### config.mk
export PLATFORM = sky130hd
export DESIGN_NAME = nmea_sentence_checksum_checker_core
export DESIGN_NICKNAME = d
export VERILOG_FILES = /design/src/sv/nscc_pkg.sv /design/src/sv/nscc_in_reg.sv /design/src/sv/nscc_tracker.sv /design/src/sv/nscc_out_reg.sv /design/src/sv/nmea_sentence_checksum_checker_core.sv
export SDC_FILE = /design/constraint.sdc
export NUM_CORES = 1
export LEC_CHECK = 0
export BUFFER_PORTS_ARGS = -buffer_cell sky130_fd_sc_hd__buf_4
export CAP_MARGIN = 0
export CELL_PAD_IN_SITES_DETAIL_PLACEMENT = 1
export CELL_PAD_IN_SITES_GLOBAL_PLACEMENT = 2
export CORE_MARGIN = 5
export CORE_UTILIZATION = 34
export CTS_CLUSTER_DIAMETER = 100
export DETAILED_ROUTE_END_ITERATION = 12
export GPL_ROUTABILITY_DRIVEN = 0
export PLACE_DENSITY_LB_ADDON = 0.1
export RECOVER_POWER = 50
export SLEW_MARGIN = 20
export SYNTH_ARGS = -nofsm -noshare
export SYNTH_HDL_FRONTEND = slang
export SYNTH_SLANG_ARGS = --single-unit
### constraint.sdc
create_clock -name clk -period 2.5 [get_ports clk]
set_input_delay 0 -clock clk [delete_from_list [all_inputs] [get_ports clk]]
set_output_delay 0 -clock clk [all_outputs]
set_load 0.03 [all_outputs]
### src/sv/nscc_pkg.sv
// Package for the NMEA sentence checksum checker.
// Holds the sentence kind type, the result word type and character decode helpers.
// No dependencies.
package nscc_pkg;

  typedef enum logic [2:0] {
    KIND_NONE = 3'd0,
    KIND_GGA  = 3'd1,
    KIND_GLL  = 3'd2,
    KIND_GSA  = 3'd3,
    KIND_GSV  = 3'd4,
    KIND_RMC  = 3'd5,
    KIND_ZDA  = 3'd6
  } kind_t;

  typedef struct packed {
    logic       ok;
    kind_t      kind;
    logic       en;
    logic [7:0] sum;
  } result_t;

  localparam logic [7:0] CHAR_DOLLAR = 8'h24;
  localparam logic [7:0] CHAR_STAR   = 8'h2A;
  localparam logic [7:0] PRINT_LO    = 8'h20;
  localparam logic [7:0] PRINT_HI    = 8'h7E;
  localparam logic [2:0] POS_MAX     = 3'd7;
  localparam logic [2:0] POS_TYPE0   = 3'd2;
  localparam logic [2:0] POS_TYPE1   = 3'd3;
  localparam logic [2:0] POS_TYPE2   = 3'd4;
  localparam int         MASK_W      = 6;

  function automatic kind_t kind_of(input logic [7:0] a, input logic [7:0] b,
                                    input logic [7:0] c);
    kind_t k;
    begin
      k = KIND_NONE;
      if (a == 8'h47) begin
        if (b == 8'h47 && c == 8'h41) k = KIND_GGA;
        else if (b == 8'h4C && c == 8'h4C) k = KIND_GLL;
        else if (b == 8'h53 && c == 8'h41) k = KIND_GSA;
        else if (b == 8'h53 && c == 8'h56) k = KIND_GSV;
      end else if (a == 8'h52) begin
        if (b == 8'h4D && c == 8'h43) k = KIND_RMC;
      end else if (a == 8'h5A) begin
        if (b == 8'h44 && c == 8'h41) k = KIND_ZDA;
      end
      return k;
    end
  endfunction

  // Returns {digit valid, digit value}.
  function automatic logic [4:0] hex_digit(input logic [7:0] c);
    logic [4:0] r;
    begin
      r = 5'd0;
      if (c >= 8'h30 && c <= 8'h39) r = {1'b1, 4'(c - 8'h30)};
      else if (c >= 8'h61 && c <= 8'h66) r = {1'b1, 4'(c - 8'h57)};
      else if (c >= 8'h41 && c <= 8'h46) r = {1'b1, 4'(c - 8'h37)};
      return r;
    end
  endfunction

endpackage

### src/sv/nscc_in_reg.sv
// Input register of the NMEA sentence checksum checker.
// Holds one received character until the tracker takes it; uses nscc_pkg nothing.
module nscc_in_reg (
  input  logic       clk,
  input  logic       rst,
  input  logic       in_valid,
  output logic       in_ready,
  input  logic [7:0] rx_char,
  input  logic       take,
  output logic       held_valid,
  output logic [7:0] held_char
);

  logic       held_valid_next;

  assign in_ready = !held_valid || take;

  always_comb begin
    held_valid_next = held_valid;
    if (in_valid && in_ready) begin
      held_valid_next = 1'b1;
    end else if (take) begin
      held_valid_next = 1'b0;
    end
  end

  always_ff @(posedge clk) begin
    if (rst) begin
      held_valid <= 1'b0;
    end else begin
      held_valid <= held_valid_next;
    end
  end

  always_ff @(posedge clk) begin
    if (in_valid && in_ready) begin
      held_char <= rx_char;
    end
  end

endmodule

### src/sv/nscc_tracker.sv
// Sentence state tracker of the NMEA sentence checksum checker.
// Updates the running sum, type characters and flags per character; uses nscc_pkg.
module nscc_tracker (
  input  logic              clk,
  input  logic              rst,
  input  logic              go,
  input  logic [7:0]        ch,
  input  logic              cfg_we,
  input  logic [5:0]        cfg_wdata,
  output logic              emit,
  output nscc_pkg::result_t res
);
  import nscc_pkg::*;

  logic [MASK_W-1:0] mask;
  logic [7:0] running_xor, running_xor_next;
  logic [2:0] char_position, char_position_next;
  logic       sentence_started, sentence_started_next;
  logic       star_seen, star_seen_next;
  logic       hex_digits_active, hex_digits_active_next;
  logic [7:0] received_sum, received_sum_next;
  logic [7:0] type0, type0_next, type1, type1_next, type2, type2_next;

  logic       printable;
  logic [4:0] hex;
  logic [MASK_W:0] en_vec;

  always_comb begin
    printable = (ch >= PRINT_LO) && (ch <= PRINT_HI);
    hex       = hex_digit(ch);
    en_vec    = {mask, 1'b0};

    res.ok   = star_seen && (running_xor == received_sum);
    res.kind = kind_of(type0, type1, type2);
    res.en   = res.ok && en_vec[res.kind];
    res.sum  = running_xor;
    emit     = go && !printable && sentence_started;

    running_xor_next       = running_xor;
    char_position_next     = char_position;
    sentence_started_next  = sentence_started;
    star_seen_next         = star_seen;
    hex_digits_active_next = hex_digits_active;
    received_sum_next      = received_sum;
    type0_next             = type0;
    type1_next             = type1;
    type2_next             = type2;

    if (go) begin
      if (!printable || ch == CHAR_DOLLAR) begin
        if (ch == CHAR_DOLLAR || (sentence_started && res.ok)) begin
          running_xor_next       = '0;
          char_position_next     = '0;
          sentence_started_next  = 1'b0;
          star_seen_next         = 1'b0;
          hex_digits_active_next = 1'b0;
          received_sum_next      = '0;
          type0_next             = '0;
          type1_next             = '0;
          type2_next             = '0;
        end
      end else begin
        sentence_started_next = 1'b1;
        if (char_position == POS_TYPE0) type0_next = ch;
        if (char_position == POS_TYPE1) type1_next = ch;
        if (char_position == POS_TYPE2) type2_next = ch;
        if (char_position != POS_MAX) char_position_next = char_position + 3'd1;
        if (!star_seen) begin
          if (ch == CHAR_STAR) begin
            star_seen_next         = 1'b1;
            hex_digits_active_next = 1'b1;
          end else begin
            running_xor_next = running_xor ^ ch;
          end
        end else if (hex_digits_active) begin
          if (!hex[4]) begin
            hex_digits_active_next = 1'b0;
          end else begin
            received_sum_next = {received_sum[3:0], hex[3:0]};
          end
        end
      end
    end
  end

  always_ff @(posedge clk) begin
    if (rst) begin
      mask              <= '1;
      running_xor       <= '0;
      char_position     <= '0;
      sentence_started  <= 1'b0;
      star_seen         <= 1'b0;
      hex_digits_active <= 1'b0;
      received_sum      <= '0;
      type0             <= '0;
      type1             <= '0;
      type2             <= '0;
    end else begin
      if (cfg_we) begin
        mask <= cfg_wdata;
      end
      running_xor       <= running_xor_next;
      char_position     <= char_position_next;
      sentence_started  <= sentence_started_next;
      star_seen         <= star_seen_next;
      hex_digits_active <= hex_digits_active_next;
      received_sum      <= received_sum_next;
      type0             <= type0_next;
      type1             <= type1_next;
      type2             <= type2_next;
    end
  end

endmodule

### src/sv/nscc_out_reg.sv
// Result register of the NMEA sentence checksum checker.
// Holds one result word until the consumer takes it; uses nscc_pkg.
module nscc_out_reg (
  input  logic              clk,
  input  logic              rst,
  input  logic              load,
  input  nscc_pkg::result_t res_in,
  output logic              free,
  output logic              out_valid,
  input  logic              out_ready,
  output nscc_pkg::result_t res_out
);
  import nscc_pkg::*;

  logic out_valid_next;

  assign free = !out_valid || out_ready;

  always_comb begin
    out_valid_next = out_valid;
    if (load) begin
      out_valid_next = 1'b1;
    end else if (out_ready) begin
      out_valid_next = 1'b0;
    end
  end

  always_ff @(posedge clk) begin
    if (rst) begin
      out_valid <= 1'b0;
    end else begin
      out_valid <= out_valid_next;
    end
  end

  always_ff @(posedge clk) begin
    if (load) begin
      res_out <= res_in;
    end
  end

endmodule

### src/sv/nmea_sentence_checksum_checker_core.sv
// Top level of the NMEA sentence checksum checker.
// Instantiates nscc_in_reg, nscc_tracker and nscc_out_reg; uses nscc_pkg.
// The block takes one received character per clock cycle, every cycle, as long as the
// result register is free or being emptied. A result word is registered: the character
// that closes a sentence is held in the input register while the tracker forms the
// result from its state in combinational logic, and the result then loads the result
// register. A full result register that is not being read keeps the character in the
// input register and stalls the input. Characters that produce no result still pass
// through the tracker one per cycle while the input is not stalled.
module nmea_sentence_checksum_checker_core (
  input  logic       clk,
  input  logic       rst,
  input  logic       in_valid,
  output logic       in_ready,
  input  logic [7:0] rx_char,
  output logic       out_valid,
  input  logic       out_ready,
  output logic       checksum_ok,
  output logic [2:0] sentence_kind,
  output logic       kind_enabled,
  output logic [7:0] computed_sum,
  input  logic       cfg_we,
  input  logic [5:0] cfg_wdata
);
  import nscc_pkg::*;

  logic       held_valid;
  logic [7:0] held_char;
  logic       out_free;
  logic       go;
  logic       emit;
  result_t    res_new;
  result_t    res_out;

  assign go = held_valid && out_free;

  nscc_in_reg u_in (
    .clk        (clk),
    .rst        (rst),
    .in_valid   (in_valid),
    .in_ready   (in_ready),
    .rx_char    (rx_char),
    .take       (go),
    .held_valid (held_valid),
    .held_char  (held_char)
  );

  nscc_tracker u_trk (
    .clk       (clk),
    .rst       (rst),
    .go        (go),
    .ch        (held_char),
    .cfg_we    (cfg_we),
    .cfg_wdata (cfg_wdata),
    .emit      (emit),
    .res       (res_new)
  );

  nscc_out_reg u_out (
    .clk       (clk),
    .rst       (rst),
    .load      (emit),
    .res_in    (res_new),
    .free      (out_free),
    .out_valid (out_valid),
    .out_ready (out_ready),
    .res_out   (res_out)
  );

  assign checksum_ok   = res_out.ok;
  assign sentence_kind = 3'(res_out.kind);
  assign kind_enabled  = res_out.en;
  assign computed_sum  = res_out.sum;

`ifndef ASSERT_OFF
  a_en_needs_ok: assert property (@(posedge clk) disable iff (rst)
    out_valid && kind_enabled |-> checksum_ok)
    else $error("Kind enabled without a passing checksum.");

  a_en_needs_kind: assert property (@(posedge clk) disable iff (rst)
    out_valid && kind_enabled |-> sentence_kind != 3'(KIND_NONE))
    else $error("Kind enabled with no sentence kind.");

  a_stall_blocks_input: assert property (@(posedge clk) disable iff (rst)
    out_valid && !out_ready && held_valid |-> !in_ready)
    else $error("Input taken while the pipeline is stalled and full.");
`endif

endmodule
==> results of run 1 <==
## path summary, 6_finish.rpt
kind,endpoint,slack (ns),startpoint
min reg2reg,u_trk.type1[7],0.47,u_trk.type1[7]
max,u_trk.type1[3],0.11,u_trk.running_xor[3]
min,u_trk.sentence_started,0.02,rst
max reg2reg,u_trk.type1[3],0.11,u_trk.running_xor[3]
## where the power goes
part | internal [uW] | leakage (uW) | switching, uW
registers | 1280 | 0.000649 | 24.4
logic | 130 | 0.000999 | 146
clock network | 353 | 0.0000859 | 450
## worst reg2reg max path: cells and delay by family (launching register included)
| family | cells | cell delay, ns |
|---|---|---|
| compound gates | 3 | 0.59 |
| xor+xnor | 1 | 0.15 |
| buf+inv | 2 | 0.37 |
| flops | 1 | 0.44 |
| simple gates | 2 | 0.75 |
## cells in the final DEF (no fill, tap or decap), drive strengths merged, types with 8 or more instances in the layout
| cell type | n |
|---|---|
| dfxtp | 54 |
| edfxtp | 21 |
| nand2 | 30 |
| a21oi | 21 |
| o2bb2ai | 14 |
| a22o | 11 |
| nor2b | 8 |
| inv | 15 |
| dlygate4sd3 | 24 |
| clkbuf | 40 |
| nor3 | 9 |
| nor2 | 18 |
| xnor2 | 9 |
| ha | 9 |
| mux2i | 9 |
| buf | 43 |
## state kept, by name (all words and copies together), names as in the netlist, 3 cells and up
signal,cells
u_in.held_char,8
u_out.res_out,13
u_trk.char_position,3
u_trk.mask,6
u_trk.received_sum,8
u_trk.running_xor,8
u_trk.type0,8
u_trk.type1,8
u_trk.type2,8
## cells in the mapped netlist, drive strengths merged, types with 2 or more instances
cell type,number,share of area [%]
dfxtp,54,32
nand2,30,3.3
a21oi,21,3.1
edfxtp,21,19
nor2,18,2.1
inv,15,1.7
o2bb2ai,14,3.6
a22o,11,2.8
ha,9,3.3
mux2i,9,2.6
nor3,9,1.5
xnor2,9,2.3
nor2b,8,1.5
and2,7,1.3
nand4,7,1.3
o21ai,7,1.0
nor3b,6,1.3
a211oi,5,1.5
clkbuf,5,0.55
nand3,5,0.73
buf,4,0.51
nand3b,4,0.88
o21bai,4,0.88
a22oi,3,0.66
and4,3,0.77
mux2,3,0.99
nand2b,3,0.55
or3,3,0.55
a2111oi,2,0.88
a21o,2,0.44
nor4b,2,0.51
nor4bb,2,0.59
o211a,2,0.59
o211ai,2,0.59
o32ai,2,0.74
## per-layer routing
metal / vias up / wire length [um]
met5: - / 0
met3: 8 / 238
met4: 0 / 104
met1: 1395 / 4539
met2: 31 / 4359
li1: 1405 / -
## what timing repair did
| action | 4_1_cts | 5_1_grt |
|---|---|---|
| endpoints found under the hold margin | 16 | 0 |
| pin swaps | 0 | 2 |
| setup buffers | 0 | 1 |
| gates resized for setup | 1 | 10 |
| endpoints found under the setup margin | 1 | 19 |
| hold buffers | 24 | 0 |
## metrics by stage
stage	hold slack [ns]	total power, uW
2_1_floorplan	0.09887	1458
3_3_place_gp	0.1779	1565
3_5_place_dp	0.1799	1570
4_1_cts	0.007031	2407
5_1_grt	0.03208	2492
6_report	0.02231	2379
## cell type report
| type | count | area [um2] | share of cell area, % |
|---|---|---|---|
| sequential | 75 | 1713 | 38.25 |
| clock inverter | 5 | 32.53 | 0.7265 |
| multi-input combinational | 226 | 1662 | 37.11 |
| clock buffer | 10 | 127.6 | 2.850 |
| inverter | 16 | 60.06 | 1.341 |
| tap | 133 | 166.4 | 3.716 |
| timing repair buffer | 97 | 716.9 | 16.01 |
## logic make-up (layout without fill, tap and decap cells)
kind of cell	count (synthesis)	count (layout)
compound gates	82	82
xor+xnor	9	9
fa+ha+maj	9	9
buf+inv	25	128
flops	75	75
mux	12	12
simple gates	114	114
==> results, run 1 <==
- The run finished with clean final reports.
- After floorplanning, the core was divided into 36 placement rows.
- The count of nets left with antenna violations once routing finished came out at 0.
- The number of cells on the critical path is 8.
- The combined area of all synthesized cells is between 3000 and 4000 um2.
- The number of antenna diodes in the final layout is 0.
- Along the worst path, the maximum fanout reaches 7.
- The clock net in this run drives a total of 75 sinks.
- The cell area after placement is 4080 um2.
- The synthesized netlist devotes around 3.3% of its cell area to adder and majority cells.
- From left edge to right edge, the die measures 110.1 um.
- The mean instance size in the synthesized netlist is around 10 um2.
- Counting flops with a built-in enable in the synthesized netlist gives 21.
- The number of instances in the synthesized netlist is approximately 330.
- The number of buffers created by CTS is 9.
- The worst min-delay path class is in -> reg.
- In the routed design, unresolved DRC markers number 0.
- By area, the combinational part of the netlist is dominated by compound AO/OA/AOI/OAI gates.
- The count of routing violations after the opening detailed-route iteration is 81.
- The critical path goes through xnor2_1 > nand4_1 > or4_1 > a21oi_2 > buf_4 > a21oi_1 > buf_4 > a2bb2o_1.
- The maximum clock skew at final layout is 0.008326 ns.
- In this run, synthesis produced a sequential element count of 75.
- The H-tree level count is 3.
- The worst path required time is about 2.8 ns.
- After Yosys synthesis, XOR and XNOR cells account for under 10% of the synthesized area.
- The via count of the first global-routing pass is about 2,900.
- Counting tap cells, the placed design contains a total of 522 instances.
- The average detailed-routed wire length per instance is between 15 and 20 um.
- The die covers between 10,000 and 15,000 um2.
- At the pin with the least slew margin, the transition time is a little under 0.5 ns.
- The slowest stage of the critical path belongs to the cell sky130_fd_sc_hd__or4_1.
- The number of optimization iterations in the first detailed-route pass is 4.
- The multiplexer fraction of the synthesized cell area is about 3.6%.
- Setup slack on the critical path of the routed design comes to 0.1104 ns.
- Grouping stages by cell kind, the critical path spends the most delay in simple AND/OR/NAND/NOR gates.
- The kind of launch point of the worst setup path is a register.
- The final routed wirelength across all metal layers is slightly above 9 mm.
- Once the floorplan was initialized, standard cells occupied roughly a third of the core.
- The final number of max-transition violations is 0.
- The worst register-to-register path has a depth of 8.
- Input and output buffers added on the ports amount to 33.
- For this run, the leading register cell type out of synthesis is sky130_fd_sc_hd__dfxtp_1.
- The clock reaches the later pin of the worst-skew pair after 0.35 ns.
- The final instance area is 4478 um2.
- The number of stages on the worst hold path is 2.
- TritonCTS built the clock tree.
- The netlist uses 57 different library cells.
- The area overhead of the layout relative to synthesis is 31.53%.
- The final-layout setup total negative slack is 0 ns.
- Counting every net in the synthesized netlist gives between 300 and 400.
- Setup violations remaining at the end of the flow were counted as 0.
- After layout, the worst path uses 95.58% of the clock period.
- Sequential cells were found to cover 50.28% of the synthesized design area.
- The fraction of final layout cells sized beyond drive strength 1 is 21.21%.
- For the worst setup path, the data arrival time is 2.64 ns.
- The fraction of the mapped netlist area in simple logic gates is between 10% and 20%.
- The worst max-slew margin expressed relative to the limit is approximately two thirds.
- The post-DP HPWL is 6.911 mm.
- The setup path with the least slack is of type reg -> reg.
- The complex-gate fraction of the synthesized area is 19.07%.
- Counting along the longest clock path gives a buffer depth of 2.
- Clock-pin slew was measured on the worst setup and hold paths at ~0.08 ns.
- The number of buffers and inverters on the critical path is 2.
- Timing would allow up to between 400 and 500 MHz.
- The I/O pin total is 34.
- The CTS root buffer is sky130_fd_sc_hd__clkbuf_8.
- After global routing the overflow that remains totals 0.
- The fill cell total of the finished layout is 1,145.
- Summed over all cells, the static leakage comes to between 0.0015 and 0.002 uW.
- For this run, the number of Yosys warnings is 0.
- For this run, asynchronously set or reset flops after synthesis account for 0%.
- For this design the ratio of total power to cell area is 531.2 nW/um2.
- In the final design database the tool counted 453 nets.
- The max-capacitance violation count is 0.
- The total via count after detailed routing is 2,839.
- The core area is roughly 9800 um2.
- After global routing, the most crowded layer is met2.
- For this run, global-route usage on met1 was measured as between 20% and 30%.
- The final core utilization is between 40% and 50%.
- In the global route stage, overall resource usage came out at around 16%.
- The height of the die is around 110 um.
- The peak supply drop is about 240 uV.
- The initial antenna violation count was 0.
- For the finished layout, the period the worst path requires is approximately 2.4 ns.
- The count of final hold-check violations came to 0.
- The met2 capacity usage during global routing is 26.47%.
- Dividing the detail-routed via count by the number of cells gives a little over 5.
- The non-filler instance count after layout is between 500 and 600.
- In the global route stage, met3 resource usage came out at under 10%.
- By instance count, the cell type seen most on the critical path is sky130_fd_sc_hd__buf_4.
- STA classifies the critical path endpoint as a register.
- The largest single stage delay on the critical path is just under 0.6 ns.
- The pin count of the biggest net entering global routing is 26.
- The first global-routing pass estimated approximately 15 mm of wire.
- The worst-case setup slack after placement is between 0.0004 and 0.0005 ns.
Power figures use the tool's default switching activity.
==> inputs of run 2 (changes only) <==
Settings changed: HOLD_SLACK_MARGIN set to 0.05.
==> run 2 against run 1 <==
Clock power about the same. Hold slack improved by 0.36 ns. Clock skew about the same. Final cell count increased by 0.53%. Global-route usage about the same. Critical endpoint is now u_out.out_valid. Combinational power about the same.
==> results, run 2 (synthesis gave the netlist of run 1 again) <==
- The flow ran to the end, and the final reports show no timing, DRC or antenna violations.
- The leakage power came to 0.001747 uW (+0.77%).
- The worst setup path is of the reg -> reg kind.
- Ranked by flip-flop count, first place goes to u_out.res_out.
- The final routed wirelength across all metal layers is 9.282 mm (+0.43%).
- The number of sinks driven by the clock tree is 75 (unchanged).
- The total via count after detailed routing came to 2,845 (+0.21%).
- The number of buffers created by CTS is 9 (unchanged).
- The data arrival time of the critical path is 2.63 ns (about the same).
- The final core utilization is 46.03% (+0.22 points).
- The remaining global-route overflow came to 0 (unchanged).
- The clock-pin slew on the worst setup and hold paths was 0.08 ns (about the same).
- The flip-flop count of the largest register, all copies and words added is 13 (unchanged).
- The final critical delay including setup and external delays is 2.391 ns (+0.001166 ns).
- The worst max-slew margin expressed relative to the limit is 57.27% (-9.8 points).
- The post-DP HPWL was 6.911 mm (unchanged).
- The number of vias per cell after detailed routing is 5.035 (-0.32%).
- The total routing resource utilization after global routing is 16.44% (+0.025 points).
- The power density normalized to cell area is 529.0 nW/um2 (-0.40%).
- The area of combinational cells with multiple inputs was 1659 um2 (-0.15%).
- The initial antenna violation count came to 0 (unchanged).
- The max-capacitance violation count is 0 (unchanged).
- The die footprint is 12,110 um2 (unchanged).
- The final number of max-transition violations came to 0 (unchanged).
- The number of buffers between clock root and the deepest sink was 2 (unchanged).
- The fraction of final layout cells sized beyond drive strength 1 is 20.83% (-0.38 points).
- The most common library cell in the layout ignoring fill and taps is sky130_fd_sc_hd__dfxtp_1.
- The worst setup path is captured at a register.
- The I/O pin total came to 34 (unchanged).
- The measured slew at the worst slew-check pin is 0.6410 ns (+0.1479 ns).
- The count of antenna diodes in the layout was 0 (unchanged).
- In the layout the commonest cells are 53 x sky130_fd_sc_hd__dfxtp_1, 44 x sky130_fd_sc_hd__buf_4, 30 x sky130_fd_sc_hd__nand2_1.
- The cell area after placement came to 4080 um2 (unchanged).
- The fmax came to 418.3 MHz (about the same).
- The core area is 9774 um2 (unchanged).
- The maximum clock skew at final layout is 0.008196 ns (-0.0001300 ns).
- The final net count is 456 (+0.66%).
- The count of routing violations after the opening detailed-route iteration is 66 (-19%).
- The top fanout value on the critical path is 10 (+3).
- The count of final hold-check violations is 0 (unchanged).
- The number of optimization iterations in the first detailed-route pass was 4 (unchanged).
- The fill cell total of the finished layout is 1,140 (-0.44%).
- The worst path required time is 2.74 ns (about the same).
- The final-report setup violation count was 0 (unchanged).
- The pin count of the biggest net entering global routing is 26 (unchanged).
- The total DRC errors in the routed layout came to 0 (unchanged).
- The tightest min-delay check is of the in -> reg type.
- The H-tree level count is 3 (unchanged).
- The portion of the clock cycle consumed by the worst path in the final layout came to 95.63% (about the same).
- The via count of the first global-routing pass is 2,929 (+0.58%).
- The die width is 110.1 um (unchanged).
- The initial cell density of the core is 34.83% (unchanged).
- The CTS root buffer is sky130_fd_sc_hd__clkbuf_8.
- The global-route wire length before repair is 15.05 mm (+0.23%).
- The number of input and output port buffers inserted was 33 (unchanged).
- The kind of launch point of the worst setup path is a register.
- The residual antenna-violating net count after detailed routing is 0 (unchanged).
- The clock tree from TritonCTS is done.
- Compared with the post-synthesis result, the final layout area differs by 32.16%.
- The placement row count is 36 (unchanged).
- The insertion delay to the later sink of the worst-skew pair is 0.35 ns (about the same).
- The storage element area is 1713 um2 (unchanged).
- The final instance area was 4499 um2 (+0.48%).
- The height of the die is 110.1 um (unchanged).
- The average detailed-routed wire length per instance is 16.43 um (-0.10%).
- The peak supply drop is 244.8 uV (+0.25%).
[run 2: cell count changes in the layout (fill, tap and decap cells not counted), sizes merged]
cell         before  now
dlygate4sd3      24   27
buf              43   44
clkbuf           40   39
[run 2: metal layers]
layer | wire length, um | part of all wire, % | vias to the layer above | global-route usage (%)
met4 | 103 | 1.1 | 0 | 6.144
met1 | 4551 | 49 | 1400 | 21.90
met3 | 243 | 2.6 | 8 | 2.970
met5 | 0 | 0 | - | 0
met2 | 4384 | 47 | 27 | 26.56
li1 | - | - | 1410 | -
[run 2: repair_timing]
item                                    CTS  global route
setup buffers                             0             1
hold endpoints to repair                 25             0
pin swaps                                 0             2
endpoints found under the setup margin    1            20
gates resized for setup                   1            10
hold buffers                             27             0
gates cloned                              0             0
[run 2: through the flow]
stage / power [uW] / cells / setup slack (ns) / hold slack, ns / setup TNS (ns)
floorplan: 1458 / 326 / 0.1165 / 0.09887 / 0
global route: 2494 / 565 / -0.008636 / 0.3708 / -0.008636
CTS: 2409 / 564 / 0.05368 / 0.3427 / 0
detailed placement: 1570 / 522 / 0.0004707 / 0.1799 / 0
global placement: 1565 / 522 / -0.003089 / 0.1779 / -0.003089
finish: 2380 / 565 / 0.1092 / 0.3838 / 0
[run 2: worst max-delay path, stage by stage, from the launching register on]
cell and delay (ns):
sky130_fd_sc_hd__edfxtp_1 0.45, sky130_fd_sc_hd__and4_1 0.24, sky130_fd_sc_hd__a311o_2 0.51, sky130_fd_sc_hd__inv_1 0.17
sky130_fd_sc_hd__nor3_2 0.07, sky130_fd_sc_hd__buf_4 0.16, sky130_fd_sc_hd__nor2_1 0.08, sky130_fd_sc_hd__nor2_1 0.04
sky130_fd_sc_hd__dlygate4sd3_1 0.55
[run 2: area by class of cell]
type | count | area share (%)
clock buffer | 10 | 2.836
timing repair buffer | 100 | 16.46
multi-input combinational | 226 | 36.87
clock inverter | 5 | 0.7230
sequential | 75 | 38.07
tap | 133 | 3.699
inverter | 16 | 1.335
[run 2: final timing paths]
| kind | end | from | slack, ns | cells after the start |
|---|---|---|---|---|
| worst max-delay path | u_out.out_valid | u_in.held_char[3] | 0.11 | 8 |
| worst min-delay path | u_in.held_char[0] | rx_char[0] | 0.38 | 2 |
| worst max register to register | u_out.out_valid | u_in.held_char[3] | 0.11 | 8 |
| worst min register to register | u_trk.type1[7] | u_trk.type1[7] | 0.47 | 1 |
[run 2: report_power, final]
group	switching [uW]	internal (uW)	leakage (uW)	total (uW)
clock network	450	353	0.0000859	803
registers	24.5	1280	0.000649	1300
logic	146	132	0.00101	278
total	620	1760	0.00175	2380
